<file path="src/rtl/core/escd_pkg.sv">
// Shared types, character codes and digit helpers for the escape sequence decoder.
`timescale 1ns / 1ps
`default_nettype none

package escd_pkg;

	typedef enum logic [2:0] {
		MODE_NORMAL,
		MODE_BSLASH,
		MODE_CARET,
		MODE_HEX1,
		MODE_HEX2,
		MODE_OCT1,
		MODE_OCT2
	} mode_t;

	// one decoded result item
	typedef struct packed {
		logic [7:0] data;
		logic       last;
	} res_t;

	// what the front hands to the queue for one accepted item
	typedef struct packed {
		logic [1:0] cnt;
		res_t       r0;
		res_t       r1;
	} push_t;

	localparam int QDEPTH = 4;
	localparam int QAW    = $clog2(QDEPTH);
	localparam int QCW    = $clog2(QDEPTH + 1);

	localparam logic [7:0] CH_NUL     = 8'h00;
	localparam logic [7:0] CH_BSLASH  = 8'h5C;
	localparam logic [7:0] CH_CARET   = 8'h5E;
	localparam logic [7:0] CH_0       = 8'h30;
	localparam logic [7:0] CH_3       = 8'h33;
	localparam logic [7:0] CH_9       = 8'h39;
	localparam logic [7:0] CH_X       = 8'h78;
	localparam logic [7:0] CH_S       = 8'h73;
	localparam logic [7:0] CH_E       = 8'h65;
	localparam logic [7:0] CH_B       = 8'h62;
	localparam logic [7:0] CH_N       = 8'h6E;
	localparam logic [7:0] CH_R       = 8'h72;
	localparam logic [7:0] CH_T       = 8'h74;
	localparam logic [7:0] CH_A_LC    = 8'h61;
	localparam logic [7:0] CH_Z_LC    = 8'h7A;
	localparam logic [7:0] CH_A_UC    = 8'h41;
	localparam logic [7:0] CH_Z_UC    = 8'h5A;

	localparam logic [7:0] ESC_SPACE  = 8'h20;
	localparam logic [7:0] ESC_ESC    = 8'd27;
	localparam logic [7:0] ESC_BS     = 8'd8;
	localparam logic [7:0] ESC_LF     = 8'd10;
	localparam logic [7:0] ESC_CR     = 8'd13;
	localparam logic [7:0] ESC_TAB    = 8'd9;

	localparam logic [7:0] CTRL_MASK  = 8'h1F;
	localparam logic [7:0] HEX_LC_OFS = 8'd87;  // 'a' - 10
	localparam logic [7:0] HEX_UC_OFS = 8'd55;  // 'A' - 10

	// any letter counts: 'z' gives 35
	function automatic logic [5:0] hex_val(input logic [7:0] c);
		logic [7:0] d;
		d = 8'd0;
		if (c >= CH_0 && c <= CH_9)
			d = c - CH_0;
		else if (c >= CH_A_LC && c <= CH_Z_LC)
			d = c - HEX_LC_OFS;
		else if (c >= CH_A_UC && c <= CH_Z_UC)
			d = c - HEX_UC_OFS;
		return d[5:0];
	endfunction

	// 8 and 9 are taken as they are
	function automatic logic [3:0] oct_val(input logic [7:0] c);
		logic [7:0] d;
		d = 8'd0;
		if (c >= CH_0 && c <= CH_9)
			d = c - CH_0;
		return d[3:0];
	endfunction

endpackage

`default_nettype wire

</file>
<file path="src/rtl/core/escd_front.sv">
// Front end: parse state machine that classifies each byte and builds result items.
`timescale 1ns / 1ps
`default_nettype none

module escd_front (
	input  wire logic          clk,
	input  wire logic          arst_n,
	input  wire logic          in_valid,
	output logic               in_ready,
	input  wire logic [7:0]    in_byte,
	input  wire logic          room,
	output escd_pkg::push_t    push
);
	import escd_pkg::*;

	mode_t      mode_q, mode_d;
	logic [7:0] part_q, part_d;
	logic       acc;
	logic [1:0] n;
	res_t       r0, r1;
	logic [5:0] hv;
	logic [3:0] ov;

	assign in_ready = room;
	assign acc      = in_valid & room;
	assign hv       = hex_val(in_byte);
	assign ov       = oct_val(in_byte);

	always_ff @(posedge clk or negedge arst_n) begin
		if (!arst_n) begin
			mode_q <= MODE_NORMAL;
			part_q <= 8'd0;
		end else if (acc) begin
			mode_q <= mode_d;
			part_q <= part_d;
		end
	end

	always_comb begin
		mode_d = mode_q;
		part_d = part_q;
		n      = 2'd0;
		r0     = '{data: in_byte, last: 1'b0};
		r1     = '{data: CH_NUL, last: 1'b1};
		if (in_byte == CH_NUL) begin
			// end of string: flush a pending numeric escape, then terminator
			mode_d = MODE_NORMAL;
			part_d = 8'd0;
			if (mode_q == MODE_HEX1 || mode_q == MODE_HEX2 ||
			    mode_q == MODE_OCT1 || mode_q == MODE_OCT2) begin
				r0 = '{data: part_q, last: 1'b0};
				n  = 2'd2;
			end else begin
				r0 = '{data: CH_NUL, last: 1'b1};
				n  = 2'd1;
			end
		end else begin
			unique case (mode_q)
				MODE_NORMAL: begin
					if (in_byte == CH_BSLASH)
						mode_d = MODE_BSLASH;
					else if (in_byte == CH_CARET)
						mode_d = MODE_CARET;
					else
						n = 2'd1;
				end
				MODE_BSLASH: begin
					mode_d = MODE_NORMAL;
					if (in_byte >= CH_0 && in_byte <= CH_3) begin
						part_d = {in_byte[1:0], 6'd0};
						mode_d = MODE_OCT1;
					end else begin
						unique case (in_byte)
							CH_X: begin
								part_d = 8'd0;
								mode_d = MODE_HEX1;
							end
							CH_BSLASH: n = 2'd1;
							CH_CARET:  n = 2'd1;
							CH_S: begin r0.data = ESC_SPACE; n = 2'd1; end
							CH_E: begin r0.data = ESC_ESC;   n = 2'd1; end
							CH_B: begin r0.data = ESC_BS;    n = 2'd1; end
							CH_N: begin r0.data = ESC_LF;    n = 2'd1; end
							CH_R: begin r0.data = ESC_CR;    n = 2'd1; end
							CH_T: begin r0.data = ESC_TAB;   n = 2'd1; end
							default: ;  // unknown escape, macro trigger included
						endcase
					end
				end
				MODE_CARET: begin
					r0.data = in_byte & CTRL_MASK;
					n       = 2'd1;
					mode_d  = MODE_NORMAL;
				end
				MODE_HEX1: begin
					part_d = {hv[3:0], 4'd0};
					mode_d = MODE_HEX2;
				end
				MODE_HEX2: begin
					r0.data = part_q + {2'd0, hv};
					n       = 2'd1;
					part_d  = 8'd0;
					mode_d  = MODE_NORMAL;
				end
				MODE_OCT1: begin
					part_d = part_q + {1'b0, ov, 3'd0};
					mode_d = MODE_OCT2;
				end
				MODE_OCT2: begin
					r0.data = part_q + {4'd0, ov};
					n       = 2'd1;
					part_d  = 8'd0;
					mode_d  = MODE_NORMAL;
				end
				default: begin
					mode_d = MODE_NORMAL;
					part_d = 8'd0;
					n      = 2'd1;
				end
			endcase
		end
		push.cnt = acc ? n : 2'd0;
		push.r0  = r0;
		push.r1  = r1;
	end

	a_end_resets: assert property (@(posedge clk) disable iff (!arst_n)
		acc && in_byte == CH_NUL |=> mode_q == MODE_NORMAL && part_q == 8'd0)
		else $error("mode not cleared after terminator");

	a_push_max: assert property (@(posedge clk) disable iff (!arst_n)
		push.cnt != 2'd3)
		else $error("front pushed more than two results");

	a_two_ends_in_term: assert property (@(posedge clk) disable iff (!arst_n)
		push.cnt == 2'd2 |-> push.r1.last && !push.r0.last)
		else $error("double push without terminator last");

endmodule

`default_nettype wire

</file>
<file path="src/rtl/core/escd_queue.sv">
// Result queue between front and back: two writes, one read per cycle.
`timescale 1ns / 1ps
`default_nettype none

module escd_queue (
	input  wire logic            clk,
	input  wire logic            arst_n,
	input  wire escd_pkg::push_t push,
	output logic                 room,
	output logic                 not_empty,
	output escd_pkg::res_t       head,
	input  wire logic            pop
);
	import escd_pkg::*;

	res_t             mem_q [QDEPTH];
	logic [QAW-1:0]   wr_ptr_q;
	logic [QAW-1:0]   rd_ptr_q;
	logic [QCW-1:0]   cnt_q;
	logic [QAW-1:0]   wr_ptr_nx;

	assign wr_ptr_nx = wr_ptr_q + QAW'(1);
	assign room      = cnt_q <= QCW'(QDEPTH - 2);
	assign not_empty = cnt_q != '0;
	assign head      = mem_q[rd_ptr_q];

	always_ff @(posedge clk) begin
		if (push.cnt != 2'd0)
			mem_q[wr_ptr_q] <= push.r0;
		if (push.cnt == 2'd2)
			mem_q[wr_ptr_nx] <= push.r1;
	end

	always_ff @(posedge clk or negedge arst_n) begin
		if (!arst_n) begin
			wr_ptr_q <= '0;
			rd_ptr_q <= '0;
			cnt_q    <= '0;
		end else begin
			wr_ptr_q <= wr_ptr_q + QAW'(push.cnt);
			if (pop)
				rd_ptr_q <= rd_ptr_q + QAW'(1);
			cnt_q <= cnt_q + QCW'(push.cnt) - QCW'(pop);
		end
	end

	a_no_overflow: assert property (@(posedge clk) disable iff (!arst_n)
		cnt_q <= QCW'(QDEPTH))
		else $error("result queue overflow");

	a_no_underflow: assert property (@(posedge clk) disable iff (!arst_n)
		pop |-> not_empty)
		else $error("pop from empty result queue");

endmodule

`default_nettype wire

</file>
<file path="src/rtl/core/escd_back.sv">
// Back end: output register that drains the result queue onto the out channel.
`timescale 1ns / 1ps
`default_nettype none

module escd_back (
	input  wire logic           clk,
	input  wire logic           arst_n,
	input  wire logic           not_empty,
	input  wire escd_pkg::res_t head,
	output logic                pop,
	output logic                out_valid,
	input  wire logic           out_ready,
	output logic [7:0]          out_byte,
	output logic                is_end
);
	import escd_pkg::*;

	logic valid_q;
	res_t res_q;

	assign pop       = not_empty & (~valid_q | out_ready);
	assign out_valid = valid_q;
	assign out_byte  = res_q.data;
	assign is_end    = res_q.last;

	always_ff @(posedge clk or negedge arst_n) begin
		if (!arst_n)
			valid_q <= 1'b0;
		else if (~valid_q | out_ready)
			valid_q <= not_empty;
	end

	always_ff @(posedge clk) begin
		if (pop)
			res_q <= head;
	end

endmodule

`default_nettype wire

</file>
<file path="src/rtl/core/escd_back_sv_unused_placeholder.sv">
// Output-side check: every terminator item carries a zero byte.
`timescale 1ns / 1ps
`default_nettype none

module escd_term_chk (
	input  wire logic       clk,
	input  wire logic       arst_n,
	input  wire logic       out_valid,
	input  wire logic [7:0] out_byte,
	input  wire logic       is_end
);
	a_term_zero: assert property (@(posedge clk) disable iff (!arst_n)
		out_valid && is_end |-> out_byte == 8'd0)
		else $error("terminator item with nonzero byte");
endmodule

`default_nettype wire

</file>
<file path="src/rtl/core/escape_sequence_decoder.sv">
// Escape sequence decoder top level: front parser, result queue, output register.
//
// Usage: source bytes enter on in_valid/in_ready/in_byte, one per cycle.
// Backslash and caret escapes are decoded; each byte gives zero, one or
// two result items on out_valid/out_ready/out_byte/is_end. A zero byte
// closes the string: a pending numeric escape is flushed first, then a
// terminator item with is_end set and out_byte zero. A new string may
// follow at once.
// Each result is written into the queue when its byte is accepted and
// then passes through the output register onto the out channel.
// Throughput: one byte per cycle while the output side keeps up; a zero
// byte that flushes a numeric escape makes two items, and the output
// register drains one item per cycle.
// in_ready is high while the four-entry result queue has room for two
// items, so a stalled receiver fills the queue and then holds off input.
// Reset (arst_n low) returns the parser to plain text and empties the
// queue and the output register.
`timescale 1ns / 1ps
`default_nettype none

module escape_sequence_decoder (
	input  wire logic       clk,
	input  wire logic       arst_n,
	input  wire logic       in_valid,
	output logic            in_ready,
	input  wire logic [7:0] in_byte,
	output logic            out_valid,
	input  wire logic       out_ready,
	output logic [7:0]      out_byte,
	output logic            is_end
);
	import escd_pkg::*;

	push_t push;
	res_t  head;
	logic  room;
	logic  not_empty;
	logic  pop;

	escd_front u_front (
		.clk      (clk),
		.arst_n   (arst_n),
		.in_valid (in_valid),
		.in_ready (in_ready),
		.in_byte  (in_byte),
		.room     (room),
		.push     (push)
	);

	escd_queue u_queue (
		.clk       (clk),
		.arst_n    (arst_n),
		.push      (push),
		.room      (room),
		.not_empty (not_empty),
		.head      (head),
		.pop       (pop)
	);

	escd_back u_back (
		.clk       (clk),
		.arst_n    (arst_n),
		.not_empty (not_empty),
		.head      (head),
		.pop       (pop),
		.out_valid (out_valid),
		.out_ready (out_ready),
		.out_byte  (out_byte),
		.is_end    (is_end)
	);

	escd_term_chk u_term_chk (
		.clk       (clk),
		.arst_n    (arst_n),
		.out_valid (out_valid),
		.out_byte  (out_byte),
		.is_end    (is_end)
	);

endmodule

`default_nettype wire
</file>
<file path="config.mk">
export PLATFORM = sky130hd
export DESIGN_NAME = escape_sequence_decoder
export DESIGN_NICKNAME = d
export VERILOG_FILES = /design/src/rtl/core/escd_pkg.sv /design/src/rtl/core/escd_front.sv /design/src/rtl/core/escd_queue.sv /design/src/rtl/core/escd_back.sv /design/src/rtl/core/escd_back_sv_unused_placeholder.sv /design/src/rtl/core/escape_sequence_decoder.sv
export SDC_FILE = /design/constraint.sdc
export NUM_CORES = 1
export LEC_CHECK = 0
export BUFFER_PORTS_ARGS = -buffer_cell sky130_fd_sc_hd__buf_2
export CAP_MARGIN = 15
export CORE_MARGIN = 5
export CORE_UTILIZATION = 64
export CTS_BUF_LIST = sky130_fd_sc_hd__clkbuf_4
export DETAILED_ROUTE_END_ITERATION = 6
export MAX_ROUTING_LAYER = met4
export PLACE_DENSITY = 0.82
export REMOVE_ABC_BUFFERS = 1
export SYNTH_ARGS = -nofsm -noshare
export SYNTH_HDL_FRONTEND = slang
export SYNTH_HIERARCHICAL = 1
export SYNTH_SLANG_ARGS = --single-unit
</file>
<file path="constraint.sdc">
create_clock -name clk -period 7.4 [get_ports clk]
set_clock_uncertainty 0.1 [all_clocks]
set_input_delay 1.48 -clock clk [delete_from_list [all_inputs] [get_ports clk]]
set_output_delay 1.48 -clock clk [all_outputs]
set_load 0.01 [all_outputs]
</file>
Yosys cells after proc, flatten, opt, wreduce, memory -nomap -nowiden
Memory sizes are Yosys's and may differ from the RTL's. A register that Yosys moved wholly into a read port is not among the register bits. Index checks and enable logic that the tools add are counted.

Register bits after elaboration: 19. RAM bits: 36. Input port bits: 12. Output and inout port bits: 11. Word-level logic and storage cells: 97. Memories kept: 1.

Memory list: u_queue.mem_q (depth 4, bits a word 9, rd ports 1, clocked after Yosys merged registers in 1, wr ports 2, RTL line escd_queue.sv:16) `res_t mem_q [QDEPTH];`.

Add/subtract/negate cells: 11. Magnitude comparators: 8. Eq/ne operators: 19. Mux-type cells: 32. Bitwise gates (word level): 4. Reduce and logical (&&, ||, !) cells: 16.

Operators with widths (count): 8-bit by 7-bit equality test with 1-bit output (second input constant) (9); 8-bit one-hot mux with 4 select lines (2); 8-bit one-hot mux with 6 select lines (1); 8-bit 2-to-1 mux (5); 6-bit 2-to-1 mux (3); 8-bit by 7-bit >= comparator with 1-bit output (second input constant) (2); 8-bit by 6-bit less-or-equal comparator with 1-bit output (second input constant) (2); 8-bit by 7-bit less-or-equal comparator with 1-bit output (second input constant) (2); 2-bit 2-to-1 mux (6); 3-bit 2-to-1 mux (4); 3-bit one-hot mux with 4 select lines (1); 6-bit subtractor (second input constant) (2); 3-bit equality test (second input constant) (3); 9-bit 2-to-1 mux (1); 8-bit by 4-bit adder with 8-bit output (1); 8-bit by 6-bit adder with 8-bit output (1); 8-bit by 7-bit adder with 8-bit output (1); 8-bit by 6-bit >= comparator with 1-bit output (second input constant) (1); 8-bit zero test (1); 8-bit OR reduction (1); 1-bit 2-to-1 mux (7); 3-bit by 2-bit equality test with 1-bit output (second input constant) (2); 2-bit one-hot mux with 3 select lines (1); 6-bit by 5-bit subtractor with 6-bit output (second input constant) (1); 22 further kinds (30).

Depth between registers and ports, before layout
Depth after elaboration: 10. Mapped depth: 16. Gate-level depth less buffers: 15.

Hierarchy
The synthesis kept the hierarchy.

Modules (own cells, without submodules): escd_queue (instances 1, cells each 126, area an instance 2174.6 um2); escd_front (instances 1, cells each 268, area an instance 1935.6 um2); escd_back (instances 1, cells each 13, area an instance 314.1 um2).

Worst setup path before layout
Ideal clock, no wire load.

Kind: input-to-reg. Start point: input in_byte[0]. End point: memory u_queue/mem_q[0][7] in the netlist's numbering (data pin). Library setup time: 0.260 ns. Arrival: 4.446 ns. Setup slack: 2.594 ns. Stages: 14. Path buffers: 1. Cell sequence: inv_1 > ha_1 > buf_6 > or4b_4 > a311oi_2 > a21oi_2 > or2_4 > o211a_1 > ha_1 > a21o_1 > a21o_1 > nor3b_1 > a221o_1 > mux2_2.

RTL lines: start: declaration (RTL line escape_sequence_decoder.sv:26) `input wire logic [7:0] in_byte,`; end: declaration (RTL line escd_queue.sv:16).

==> flow_summary.json <==
{
  "grt_overflow": 0,
  "drtIter0Drc": 336,
  "cts_tree": "yes",
  "yosys-top-cells-area": "edfxtp_1 31%, mux2_2 9.4%, dfrtp_1 9.0%, ha_1 5.7%, mux4_2 4.6%",
  "cp-start-kind": "input port",
  "hpwl_mm": 8.008,
  "clock_latency_ps": 430,
  "tightest_slew_ps": 1052,
  "path_class": "in2reg",
  "p_clk_share_pct": 21.0,
  "row_count": 30,
  "grt_pass1_wl_mm": 17.39,
  "hold_ws_ps": 418.4,
  "place_area_sq_um": 4488,
  "ir_worst_vdd_uv": 157.5,
  "cts.sinks": 61,
  "routedWlPerCell_um": 22.00,
  "postSynthAreaPerCell_sq_um": 10.87,
  "arrival_ps": 5250,
  "synthFlopType": "edfxtp_1",
  "ctsResizeCount": 0,
  "first_pass_iters": 5,
  "required_ps": 7350,
  "ys_seq_area_share_pct": 39.59,
  "period_needed_ps": 5302,
  "multi_input_area_sq_um": 2436,
  "power_switching_w": 0.0003700,
  "comb_power_share_pct": 28.7,
  "drcViolationCount": 0,
  "slew_headroom_pct": 29.70,
  "synthArstFlopShare_pct": 26.23,
  "wl_mm": 11.02,
  "grt_setup_unrepaired": "false",
  "clk_path_buf_depth": 2,
  "p_sw_share_pct": 35.52,
  "ys_types": 70,
  "r2r_slack_ps": 3630,
  "clkSlewWorstSetupHoldPaths_ps": 110,
  "seqPwrFrac_pct": 50.3,
  "yosysMostFrequentCell": "edfxtp_1",
  "intPower_w": 0.0006717,
  "setup-violations-final": 0,
  "yosysTopAreaCellShare_pct": 30.54,
  "io_buffer_count": 22,
  "hold_class": "reg2reg",
  "finalInstanceArea_sq_um": 4613,
  "start_util_pct": 65.48,
  "die_x_um": 93.15,
  "antenna_found_initial": 0,
  "holdPathEnd": "u_queue/cnt_q[2]",
  "vias": 3448,
  "ctsHoldBuffers": 0,
  "antennaDiodeCount": 0,
  "vias_per_cell": 6.882,
  "grt_max_degree": 23,
  "netlist_area_sq_um": 4424,
  "cts_setup_buffers": 0,
  "cts_buffers": 9,
  "gp_congestion": 1.035,
  "grt_pass1_vias": 3245,
  "ant_nets": 0,
  "total_power_w": 0.001042,
  "die_area_sq_um": 8676,
  "final.period_utilization_pct": 71.65,
  "outcome": "completed",
  "reg2reg_to": "u_queue/mem_q[2][2]",
  "root_buffer": "clkbuf_4",
  "synth-edff-count": 45,
  "hold_violations": 0,
  "post-route-util_pct": 68.28,
  "r2r_start": "u_front/mode_q[0]",
  "crit_start": "in_byte[0]",
  "ioPinCount": 23,
  "die_h_um": 93.15,
  "synthTopCellsByCount": "45 x edfxtp_1, 37 x mux2_2, 25 x nand2_1",
  "synth-seq-cells": 61,
  "maxSlewViolCount": 0,
  "power_leakage_nw": 1.718,
  "end_kind": "flop",
  "seqCellArea_sq_um": 1752,
  "cts_htree_levels": 3,
  "track_usage_pct": 27.07,
  "layout-drive-gt1-share_pct": 24.70,
  "max_freq_ghz": 0.1886,
  "p_per_area_nw_per_um2": 225.8,
  "synth_cells": 407,
  "timing.setup.tns_ps": 0,
  "area_growth_pct": 4.270,
  "r2r_cells": 7,
  "min_path_cells": 1,
  "hold_start": "u_queue/cnt_q[2]",
  "cap_violations": 0,
  "synth-warning-count": 6,
  "synth_top_area_cell": "edfxtp_1",
  "fillers": 495,
  "nNetsFinal": 451,
  "crit_fanout": 11,
  "core_sq_um": 6756
}
[registers in the layout, summed over array words and instances, names as in the netlist]
signal / cells
u_queue/mem_q: 36
u_back/out_valid: 1
u_queue/cnt_q: 3
u_back/out_byte: 8
u_queue/rd_ptr_q: 2
u_back/is_end: 1
u_front/mode_q: 3
u_queue/wr_ptr_q: 2
u_front/part_q: 5
[layer usage]
metal | GRT usage, % | vias to the layer above | part of all wire (%)
met5 | - | - | 0
met4 | 7.814 | 0 | 2.1
met3 | 8.689 | 21 | 10
met2 | 40.19 | 218 | 46
met1 | 35.88 | 1658 | 41
li1 | - | 1551 | -
[cells in the final DEF, fill, tap and decap left out, types with 12 or more instances in the layout]
cell type | netlist | routed
ha_1 | 20 | 20
o21ai_0 | 16 | 16
nand2_1 | 25 | 25
buf_2 | 9 | 22
xnor2_1 | 12 | 12
nand3_1 | 13 | 13
inv_1 | 18 | 18
dfrtp_1 | 16 | 16
a21oi_1 | 18 | 18
edfxtp_1 | 45 | 45
mux2_2 | 37 | 37
nor2_1 | 19 | 19
[cells by family (layout without fill, tap and decap cells)]
family	after synthesis	count (layout)	share of synthesized area, %
other	2	9	0.1697
AO/OA/AOI/OAI	90	90	14.56
XOR/XNOR	13	13	2.574
flip-flops	61	61	39.59
adder cells (fa/ha/maj)	23	23	7.014
AND/OR/NAND/NOR	118	118	15.44
buffers and inverters	52	59	6.193
multiplexers	48	48	14.45
[area by class of cell]
cell class / instances / share of cell area [%]
clock buffer: 9 / 1.465
clock inverter: 7 / 1.248
inverter: 18 / 1.465
multi-input combinational: 301 / 52.81
sequential: 61 / 37.97
tap: 80 / 2.170
timing repair buffer: 25 / 2.875
[worst max path at each step]
| stage | endpoint | cells past startpoint |
|---|---|---|
| global route | u_queue/mem_q[2][2] | 10 |
| CTS | u_queue/mem_q[2][2] | 8 |
| detailed placement | u_queue/mem_q[2][2] | 8 |
| finish | u_queue/mem_q[2][2] | 10 |
| global placement | u_queue/mem_q[2][6] | 7 |
| floorplan | u_queue/mem_q[2][0] | 6 |
[worst max-delay path: stages]
cell and delay [ps]:
buf_2 150, inv_1 160, ha_1 370, nand2_1 200, nor2_1 640, nand2_1 270, nor2_1 530, nor4bb_2 680
buf_4 280, o21bai_1 470
[power groups by stage]
stage	Sequential, W	Combinational [W]	Clock (W)
floorplan	0.000525	0.000193	0
global placement	0.000526	0.000281	0
detailed placement	0.000532	0.000298	0
CTS	0.000526	0.000299	0.000221
global route	0.000534	0.000323	0.000237
finish	0.000524	0.000299	0.000219
[through the flow]
step,std cells,setup slack (ps)
floorplan,380,2368
global placement,484,1437
detailed placement,485,1794
CTS,501,2243
global route,501,1824
finish,501,2098
Power figures use the tool's default switching activity.
